$ cat src/rtl/bfa_pkg.sv
package bfa_pkg;

    localparam int MAX_FRAMES_DEF = 4096;
    localparam int FRAME_W        = 12;
    localparam int CNT_W          = 13;
    localparam int WORD_W         = 32;
    localparam int BIT_W          = 5;
    localparam int GROUP_SZ       = 8;
    localparam int GROUP_SEL_W    = 3;
    localparam int FRAME_COUNT_RST = 4096;

    localparam logic [1:0] OP_ALLOC = 2'd0;
    localparam logic [1:0] OP_FREE  = 2'd1;
    localparam logic [1:0] OP_TEST  = 2'd2;

    localparam logic [1:0] ST_DONE = 2'd0;
    localparam logic [1:0] ST_NOP  = 2'd1;
    localparam logic [1:0] ST_FULL = 2'd2;

    typedef struct packed {
        logic [1:0]         opcode;
        logic [FRAME_W-1:0] frame_index;
        logic               kernel_only;
        logic               want_write;
    } t_req;

    typedef struct packed {
        logic [FRAME_W-1:0] result_frame;
        logic               present;
        logic               writeable;
        logic               user_mode;
        logic [1:0]         status;
        logic               bit_used;
    } t_rsp;

    // Update of the per-word summary (word is full of used frames).
    typedef struct packed {
        logic en;
        logic full;
    } t_sum_upd;

endpackage

$ cat src/rtl/bfa_bitmap_ram.sv
module bfa_bitmap_ram #(
    parameter int DEPTH = bfa_pkg::MAX_FRAMES_DEF / bfa_pkg::WORD_W,
    parameter int AW    = 7
) (
    input  logic                        i_clk,
    input  logic                        i_we,
    input  logic [AW-1:0]               i_waddr,
    input  logic [bfa_pkg::WORD_W-1:0]  i_wdata,
    input  logic                        i_re,
    input  logic [AW-1:0]               i_raddr,
    output logic [bfa_pkg::WORD_W-1:0]  o_rdata
);

    logic [bfa_pkg::WORD_W-1:0] r_mem [DEPTH];
    logic [bfa_pkg::WORD_W-1:0] r_rdata;

    always_ff @(posedge i_clk) begin
        if (i_we) begin
            r_mem[i_waddr] <= i_wdata;
        end
    end

    always_ff @(posedge i_clk) begin
        if (i_re) begin
            r_rdata <= r_mem[i_raddr];
        end
    end

    assign o_rdata = r_rdata;

endmodule

$ cat config.mk
export PLATFORM = sky130hd
export DESIGN_NAME = bfa_bitmap_ram
export DESIGN_NICKNAME = d
export VERILOG_FILES = /design/src/rtl/bfa_pkg.sv /design/src/rtl/bfa_bitmap_ram.sv
export SDC_FILE = /design/constraint.sdc
export NUM_CORES = 2
export LEC_CHECK = 0
export BUFFER_PORTS_ARGS = -buffer_cell sky130_fd_sc_hd__buf_2
export CORE_ASPECT_RATIO = 1.75
export CORE_MARGIN = 2
export CORE_UTILIZATION = 60
export CTS_BUF_LIST = sky130_fd_sc_hd__clkbuf_4
export CTS_CLUSTER_SIZE = 40
export DETAILED_ROUTE_END_ITERATION = 7
export PLACE_DENSITY = 0.8
export SYNTH_ARGS = -nofsm -noshare
export SYNTH_HDL_FRONTEND = slang
export SYNTH_SLANG_ARGS = --single-unit
$ cat constraint.sdc
create_clock -name i_clk -period 9.9 [get_ports i_clk]
set_clock_uncertainty 0.15 [all_clocks]
set_input_delay 1.98 -clock i_clk [delete_from_list [all_inputs] [get_ports i_clk]]
set_output_delay 1.98 -clock i_clk [all_outputs]
set_load 0.1 [all_outputs]
==> flow_summary.toml <==
[status]
status = "finished, violations left"
violations = "DRC"

[clock_network]
root_buffer = "clkbuf_4"
htree_num_levels = 6
cts_tree = "done"
ctsHoldBuffers = 0
post_cts_resize_count = 0
clk_pin_slew_ps = 80
postCtsSetupBuffers = 0
cts_sinks = 4128
clock_latency_ps = 1490
clock_path_buffers = 4
numCtsBuffers = 826

[global_route]
grt_max_degree = 149
grt_pass1_vias = 78600
antenna_found_initial = 92
overflow = 0
grt_usage = 0.329
grt_pass1_wl_um = 595000

[detailed_routing]
num_vias = 77900
first_pass_iters = 8
drt-wirelength-per-cell_um = 41.0
drcViolationCount = 2
first_iter_violations = 14500
viasPerCell = 7.12
ant_nets = 0
totalWireLength_um = 449000

[worst_setup_path]
critPathKind = "reg2out"
cp-end-kind = "output pin"
cp_max_fo = 1
critPathTopFamily = "flip-flops"
worst_path_max_delay_cell = "edfxtp_1"
crit_chain = "buf_2"
cp_data_arrival_time_ps = 2790
cp_num_buf_inv = 1
start_kind = "flip-flop"
critical_path.max_stage_delay_ps = 840
crit_required_ps = 7770

[timing]
hold_violations = 0
worst_slew_pin_slew_ps = 1400
rsz0062_at_grt = "no"
fin_crit_ps = 4920
finalCritPeriodShare = 0.497
clock.fmax_ghz = 0.203
slew_headroom = 0.0657
setup_viol = 0
tns_ps = 0
slew_violations = 0

[die]
die_y_um = 680
start_util = 0.602
boundaryPins = 81
core-area_um2 = 260000
dieWidth_um = 390
die_area_um2 = 265000
rows = 248

[power]
p_int_mw = 25.8
leakagePower_nw = 53.6
netSwitchingPower_mw = 7.85
swShare = 0.233
pwr-share-comb = 0.059
peakVddDrop_mv = 0.120
p_clk_frac = 0.365
powerDensity_nw_per_um2 = 194
seq_power_share = 0.575

[cells_and_area]
fin_nets = 6837
final_common_cell = "edfxtp_1"
syn_to_final_growth_pct = 10.8
instances_no_fill = 10900
layout_common_cells = "edfxtp_1 (4128), mux4_2 (1344), clkbuf_4 (1149), clkinv_1 (232), buf_4 (220)"
fillers = 15000
drive_above_1_share = 0.407

[yosys]
ys_seq_area_frac = 0.792
syn_area_um2 = 157000
synth_area_leaders = "edfxtp_1 (79%), mux4_2 (19%), clkbuf_1 (0.44%)"
yosysWarnings = 0
synthCells = 5990
ys_types = 16
synth_nets = 6039
synth.largest_area_cell = "edfxtp_1"
synth_seq_cells = 4128
syn_area_per_cell_um2 = 26.1
synth_top_area_share = 0.792

[hold_path]
hold_path.class = "in2reg"

[place]
io_buffers = 80
gp_congestion = 0.852
placed_cells = 9335
hpwl_um = 240000

[flow_run]
maxCapViolCount = 0
-- through the flow --
| step | cell area [µm²] | setup WS, ps | hold WS (ps) | power, mW | util |
|---|---|---|---|---|---|
| 2_1_floorplan | 157000 | 4530 | 999 | 20.8 | - |
| 3_3_place_gp | 163000 | 3640 | 1040 | 21.6 | 0.626 |
| 3_5_place_dp | 163000 | 3580 | 1070 | 21.7 | 0.626 |
| 4_1_cts | 173000 | 4900 | 585 | 33.6 | 0.666 |
| 5_1_grt | 173000 | 4820 | 664 | 34.5 | 0.667 |
| 6_report | 173000 | 4980 | 713 | 33.7 | 0.667 |
-- per-layer routing --
layer,global-route usage,routed length (µm),vias up,part of all wire
li1,-,-,28600,-
met2,0.537,223000,7593,0.50
met3,0.0703,53300,1592,0.12
met4,0.269,44000,44,0.098
met5,0,274,-,0.00061
met1,0.376,128000,40000,0.28
-- worst reg2reg max path: stages (launching register included) --
cell and delay, ps:
edfxtp_1 470, mux4_2 600, mux4_2 750, mux4_2 640, mux2_2 310
-- final cells by class --
cell class	instances	area (µm²)	area share
clock buffer	1149	8630	0.0497
timing repair buffer	286	2330	0.0134
multi-input combinational	1546	32300	0.186
clock inverter	302	1680	0.00970
antenna	154	385	0.00222
tap	3375	4220	0.0243
sequential	4128	124000	0.715
-- Yosys cell counts --
master	number
edfxtp_1	4128
nor3_1	9
nor2_1	122
buf_6	2
buf_4	3
nor2b_1	7
buf_1	50
clkbuf_1	182
nand2_1	14
nand3_1	12
mux2_2	32
buf_2	79
nand4_1	3
mux4_2	1344
nand2b_1	2
or3_1	1
-- cell families after synthesis --
| kind of cell | share of synthesized area |
|---|---|
| buffers and inverters | 0.00837 |
| DFF | 0.792 |
| and+or+nand+nor | 0.00445 |
| muxes | 0.196 |
-- state kept, by name (all words and copies together), names as in the netlist --
name     cells
r_mem     4096
o_rdata     32
-- power by group through the flow --
stage                     Clock (mW)  Combinational (mW)  Sequential [mW]
after floorplan                    0               0.932             19.8
after global placement             0                1.87             19.7
after detailed placement           0                1.93             19.7
after CTS                       12.3                1.94             19.4
after global routing            13.1                2.02             19.4
final                           12.3                2.00             19.4
-- worst paths after layout --
kind                        to         start  cells after the start  slack (ps)
setup / recovery    o_rdata[1]    o_rdata[1]                      1        4980
hold / removal    r_mem[19][0]    i_wdata[0]                      1         710
setup reg to reg   o_rdata[16]  r_mem[6][16]                      4        6780
hold reg to reg     o_rdata[9]  r_mem[57][9]                      4        1060
No activity file was read; power rests on OpenSTA's default activity.
