## src/rtl/bfa_pkg.sv

```systemverilog
package bfa_pkg;

    localparam int MAX_FRAMES_DEF = 4096;
    localparam int FRAME_W        = 12;
    localparam int CNT_W          = 13;
    localparam int WORD_W         = 32;
    localparam int BIT_W          = 5;
    localparam int GROUP_SZ       = 8;
    localparam int GROUP_SEL_W    = 3;
    localparam int FRAME_COUNT_RST = 4096;

    localparam logic [1:0] OP_ALLOC = 2'd0;
    localparam logic [1:0] OP_FREE  = 2'd1;
    localparam logic [1:0] OP_TEST  = 2'd2;

    localparam logic [1:0] ST_DONE = 2'd0;
    localparam logic [1:0] ST_NOP  = 2'd1;
    localparam logic [1:0] ST_FULL = 2'd2;

    typedef struct packed {
        logic [1:0]         opcode;
        logic [FRAME_W-1:0] frame_index;
        logic               kernel_only;
        logic               want_write;
    } t_req;

    typedef struct packed {
        logic [FRAME_W-1:0] result_frame;
        logic               present;
        logic               writeable;
        logic               user_mode;
        logic [1:0]         status;
        logic               bit_used;
    } t_rsp;

    // Update of the per-word summary (word is full of used frames).
    typedef struct packed {
        logic en;
        logic full;
    } t_sum_upd;

endpackage

```

## src/rtl/bfa_search.sv

```systemverilog
module bfa_search #(
    parameter int WORD_COUNT = bfa_pkg::MAX_FRAMES_DEF / bfa_pkg::WORD_W,
    parameter int AW         = 7
) (
    input  logic                       i_clk,
    input  logic                       i_rst_n,
    input  bfa_pkg::t_sum_upd          i_upd,
    input  logic [AW-1:0]              i_upd_addr,
    input  logic [bfa_pkg::CNT_W-1:0]  i_frame_count,
    output logic                       o_hit,
    output logic [AW-1:0]              o_word
);

    localparam int GS  = bfa_pkg::GROUP_SZ;
    localparam int GSW = bfa_pkg::GROUP_SEL_W;
    localparam int NG  = (WORD_COUNT + GS - 1) / GS;

    logic [WORD_COUNT-1:0] r_full;
    logic [NG-1:0]         n_grp_any;
    logic [GSW-1:0]        n_grp_sel [NG];
    logic [NG-1:0]         r_grp_any;
    logic [GSW-1:0]        r_grp_sel [NG];

    always_ff @(posedge i_clk) begin
        if (!i_rst_n) begin
            r_full <= '0;
        end else if (i_upd.en) begin
            r_full[i_upd_addr] <= i_upd.full;
        end
    end

    // First stage: lowest searchable non-full word inside each group of eight.
    always_comb begin
        for (int g = 0; g < NG; g++) begin
            n_grp_any[g] = 1'b0;
            n_grp_sel[g] = '0;
            for (int k = GS - 1; k >= 0; k--) begin
                if (g * GS + k < WORD_COUNT) begin
                    if (!r_full[g * GS + k] &&
                        (32'(g * GS + k) < 32'(i_frame_count[bfa_pkg::CNT_W-1:bfa_pkg::BIT_W]))) begin
                        n_grp_any[g] = 1'b1;
                        n_grp_sel[g] = GSW'(k);
                    end
                end
            end
        end
    end

    always_ff @(posedge i_clk) begin
        r_grp_any <= n_grp_any;
        for (int g = 0; g < NG; g++) begin
            r_grp_sel[g] <= n_grp_sel[g];
        end
    end

    // Second stage: lowest group with a candidate word.
    always_comb begin
        o_hit  = 1'b0;
        o_word = '0;
        for (int g = NG - 1; g >= 0; g--) begin
            if (r_grp_any[g]) begin
                o_hit  = 1'b1;
                o_word = AW'(g * GS) | AW'(r_grp_sel[g]);
            end
        end
    end

endmodule

```

## config.mk

```make
export PLATFORM = sky130hd
export DESIGN_NAME = bfa_search
export DESIGN_NICKNAME = d
export VERILOG_FILES = /design/src/rtl/bfa_pkg.sv /design/src/rtl/bfa_search.sv
export SDC_FILE = /design/constraint.sdc
export NUM_CORES = 1
export LEC_CHECK = 0
export ABC_AREA = 1
export BUFFER_PORTS_ARGS = -buffer_cell sky130_fd_sc_hd__buf_2
export CORE_ASPECT_RATIO = 2
export CORE_MARGIN = 2
export CORE_UTILIZATION = 40
export DETAILED_ROUTE_END_ITERATION = 12
export PLACE_DENSITY = 0.59
export SLEW_MARGIN = 5
export SYNTH_ARGS = -nofsm -noshare
export SYNTH_HDL_FRONTEND = slang
export SYNTH_SLANG_ARGS = --single-unit
```

## constraint.sdc

```tcl
create_clock -name i_clk -period 2.1 [get_ports i_clk]
set_input_delay 0 -clock i_clk [delete_from_list [all_inputs] [get_ports i_clk]]
set_output_delay 0 -clock i_clk [all_outputs]
set_load 0.005 [all_outputs]
```

==> results.env <==
REPORT.FINAL.SETUP_VIOL=0
GRT_ANTENNA_BEFORE_REPAIR=0
CRITICAL_PATH.MAX_FANOUT=5
GRT_UTIL_MET1=0.295
SYNTH_COMPOUND_GATE_AREA_SHARE=0.296
ANTENNADIODECOUNT=0
CLKLATENCYLATEPIN_NS=0.45
DATA_ARRIVAL_TIME_OF_THE_CRITICAL_PATH_NS=1.98
BUSIEST_LAYER='met2'
CHIPWIDTH_UM=112
SYNTH_ADDER_AREA_SHARE=0
FIN_WS_NS=0.123
MAX_SLEW_VIOLATION_COUNT=0
FIRST_GLOBAL_VIAS=8745
DETAIL_ROUTE.WIRELENGTH_UM=32200
FINAL_ESTIMATED_ROUTING_CONGESTION_IN_GLOBAL_PLACEMENT=0.930
MAX_FREQ_GHz=0.506
DETAILEDPLACEMENTHPWL_UM=21400
POSTLAYOUTCELLAREA_SQ_UM=10700
SYNTH_TOP_FAMILY_BY_AREA='compound AO/OA/AOI/OAI gates'
DIE_AREA_SQ_UM=24800
LEAKAGE_nW=4.13
GLOBALROUTEMET3UTIL=0.0389
PORT_BUFFERS=26
TRITONCTS_NUM_SINKS=192
DESIGN.PORTCOUNT=32
MAXIMUM_NUMBER_OF_PINS_ON_ONE_NET_BEFORE_GLOBAL_ROUTE_REPAIR=125
NUMBER_OF_LIBRARY_CELL_TYPES_MAPPED_BY_SYNTHESIS=37
DIE_HEIGHT_UM=221
SYNTH.YOSYS.SEQ_AREA_SHARE=0.410
SKEW_NS=0.00529
SYNTH_FF_TYPE='dfxtp_1'
SYNTHSIMPLEGATEAREAFRAC=0.215
AREA_GROWTH_PCT=14.1
SYNTH.AVG_CELL_AREA_SQ_UM=7.14
NETLIST_AREA_SQ_UM=9380
ROUTEDWLPERCELL_UM=19.6
PLACEMENT_ROWS=79
HTREEDEPTH=4
WIRE_LENGTH_OF_THE_FIRST_GLOBAL_ROUTING_PASS_UM=48700
SYNTH_NETS=1339
IRDROPWORSTVDD_uV=635
GLOBALROUTETOTALUTIL=0.259
WORST_SLEW_PIN_TRAN_NS=0.741
POWER_mW=7.87
TRITONCTS='yes'
UNREPAIRED_SETUP_ENDPOINTS_AFTER_GLOBAL_ROUTING='no'
START_UTIL=0.406
CP_DATA_REQUIRED_TIME_NS=2.10
CTSROOTBUFFERMASTER='clkbuf_16'
MAX-SLEW-MARGIN-REL=0.506
PLACE.DETAILED.INSTANCES=1601
FRACTION_OF_LAYOUT_INSTANCES_USING_A_DRIVE_STRENGTH_ABOVE_1=0.123
NUMBER_OF_DESIGN_RULE_VIOLATIONS_LEFT_AFTER_DETAIL_ROUTING=0
LAYOUTNONFILLERINSTCOUNT=1637
HOLD_VIOL_FINAL=0
PRE_CTS_WS_NS=0.344
FINALCRITPERIODSHARE=0.941
SYNTH_XOR_XNOR_AREA_SHARE=0
HOLD_WS_NS=0.134
POST-ROUTE-MIN-PERIOD_NS=1.98
CTS_INSERTED_BUFFERS=17
WORST_SETUP_PATH_END_KIND='primary output'
POSTPLACECELLAREA_SQ_UM=10000
R2R_SETUP_SLACK_NS=0.83
FIN_UTIL=0.463
DRT-INITIAL-DRC-COUNT=786
MUXSHAREOFSYNTHAREA=0
CAP_VIOL_MAX_COUNT=0
SYNTH-SEQ-CELLS=192
CORE-AREA_SQ_UM=23100
CTS_BUFFER_DEPTH=2
STATUS='finished, final reports clean'
NUM-FILL-CELLS=2434
TIMING.SETUP.TNS_NS=0
CLK_PIN_SLEW_WORST_PATHS_NS=0.07
GLOBALROUTEOVERFLOWTOTAL=0
DRT_PRE_ANTENNA_ITERS=6
VIA_COUNT=9458
GRT_USE_MET2=0.461
SYNTH_EDF_COUNT=0
CRITPATHLAUNCHTYPE='flop'
ANT_NETS=0
HOLD_CLASS='input pin to flop'
YOSYS_WARNINGS=0
CELLPOWERDENSITY_nW_PER_UM2=735
VIAS_PER_CELL=5.78
WORSTSETUPPATHTYPE='flop to primary output'
ASYNCSETRESETFLOPFRACSYNTH=0
NETLIST_INSTANCES=1315
DESIGN.FINAL.NETS=1365
## critical path: stages (launching register included)
cell and delay, ns:
dfxtp_1 0.39, nor2_1 0.09, nor3_1 0.21, o21ai_0 0.17
nand2_1 0.22, nand2_1 0.12, a21oi_1 0.19, buf_2 0.14
## logic make-up (layout without fill, tap and decap cells)
kind of cell    after synthesis  in the layout
simple gates                496            496
compound gates              434            434
buf+inv                     193            232
flops                       192            192
## power by group
group          switching (mW)  total, mW  leakage [nW]  internal (mW)
registers              0.0174       3.70          1.55           3.69
clock network            1.42       3.34         0.289           1.91
logic                   0.606      0.830          2.29          0.224
## sequential cells by signal, indices dropped and copies added, names as in the netlist
signal     flops
r_grp_sel     48
r_full       128
r_grp_any     16
## layout by cell type, fill, tap and decap left out, drive strengths merged, types with 5 or more instances in the layout
master / count
nand2: 216
nor2: 206
dfxtp: 192
a21oi: 173
a311oi: 124
inv: 111
o21ai: 91
buf: 85
nand3: 30
clkbuf: 24
nor3: 23
nand4: 11
a21boi: 11
o21bai: 9
a221oi: 6
a211oi: 5
## timing repair
item / in CTS / in global routing
endpoints found under the hold margin: 4 / 0
resized for setup: 1 / 14
buffers inserted: 0 / 1
hold buffers: 3 / 0
pin swaps: 0 / 1
endpoints found under the setup margin: 1 / 4
## Yosys cell counts (2+ instances only)
| cell type | instances | area, sq um |
|---|---|---|
| a211oi_1 | 5 | 37.5 |
| a21boi_1 | 10 | 75.1 |
| a21oi_1 | 170 | 851 |
| a21oi_2 | 3 | 26.3 |
| a221oi_1 | 6 | 52.6 |
| a22oi_1 | 2 | 15.0 |
| a311oi_1 | 124 | 1090 |
| a31oi_1 | 4 | 25.0 |
| buf_2 | 10 | 50.1 |
| clkbuf_1 | 70 | 263 |
| dfxtp_1 | 192 | 3840 |
| inv_1 | 100 | 375 |
| inv_2 | 12 | 45.0 |
| nand2_1 | 212 | 796 |
| nand2_2 | 4 | 25.0 |
| nand3_1 | 30 | 150 |
| nand3b_1 | 3 | 22.5 |
| nand4_1 | 11 | 68.8 |
| nor2_1 | 200 | 751 |
| nor2_2 | 5 | 31.3 |
| nor3_1 | 23 | 115 |
| o21a_1 | 4 | 30.0 |
| o21ai_0 | 63 | 315 |
| o21ai_1 | 27 | 135 |
| o21bai_1 | 9 | 67.6 |
| o221a_2 | 2 | 22.5 |
| o22ai_1 | 2 | 12.5 |
| or2_1 | 3 | 18.8 |
## final timing paths
path / startpoint / endpoint / cells past startpoint
hold / removal: i_frame_count[12] / r_grp_any[14] / 3
setup reg to reg: r_full[87] / r_grp_sel[1][6] / 8
hold reg to reg: r_full[39] / r_full[39] / 2
setup / recovery: r_grp_any[15] / o_word[4] / 7
## area by class of cell
| class | count | area [sq um] | area share |
|---|---|---|---|
| clock buffer | 24 | 502 | 0.0469 |
| timing repair buffer | 88 | 641 | 0.0598 |
| multi-input combinational | 930 | 4840 | 0.452 |
| tap | 283 | 354 | 0.0331 |
| clock inverter | 8 | 101 | 0.00947 |
| sequential | 192 | 3850 | 0.360 |
| inverter | 112 | 423 | 0.0395 |
## metal layers
metal	routed length, um	vias to the layer above
met3	1670	69
li1	-	4663
met5	0	-
met4	1600	0
met2	16300	286
met1	12600	4440
(Power assumes the default switching activity.)
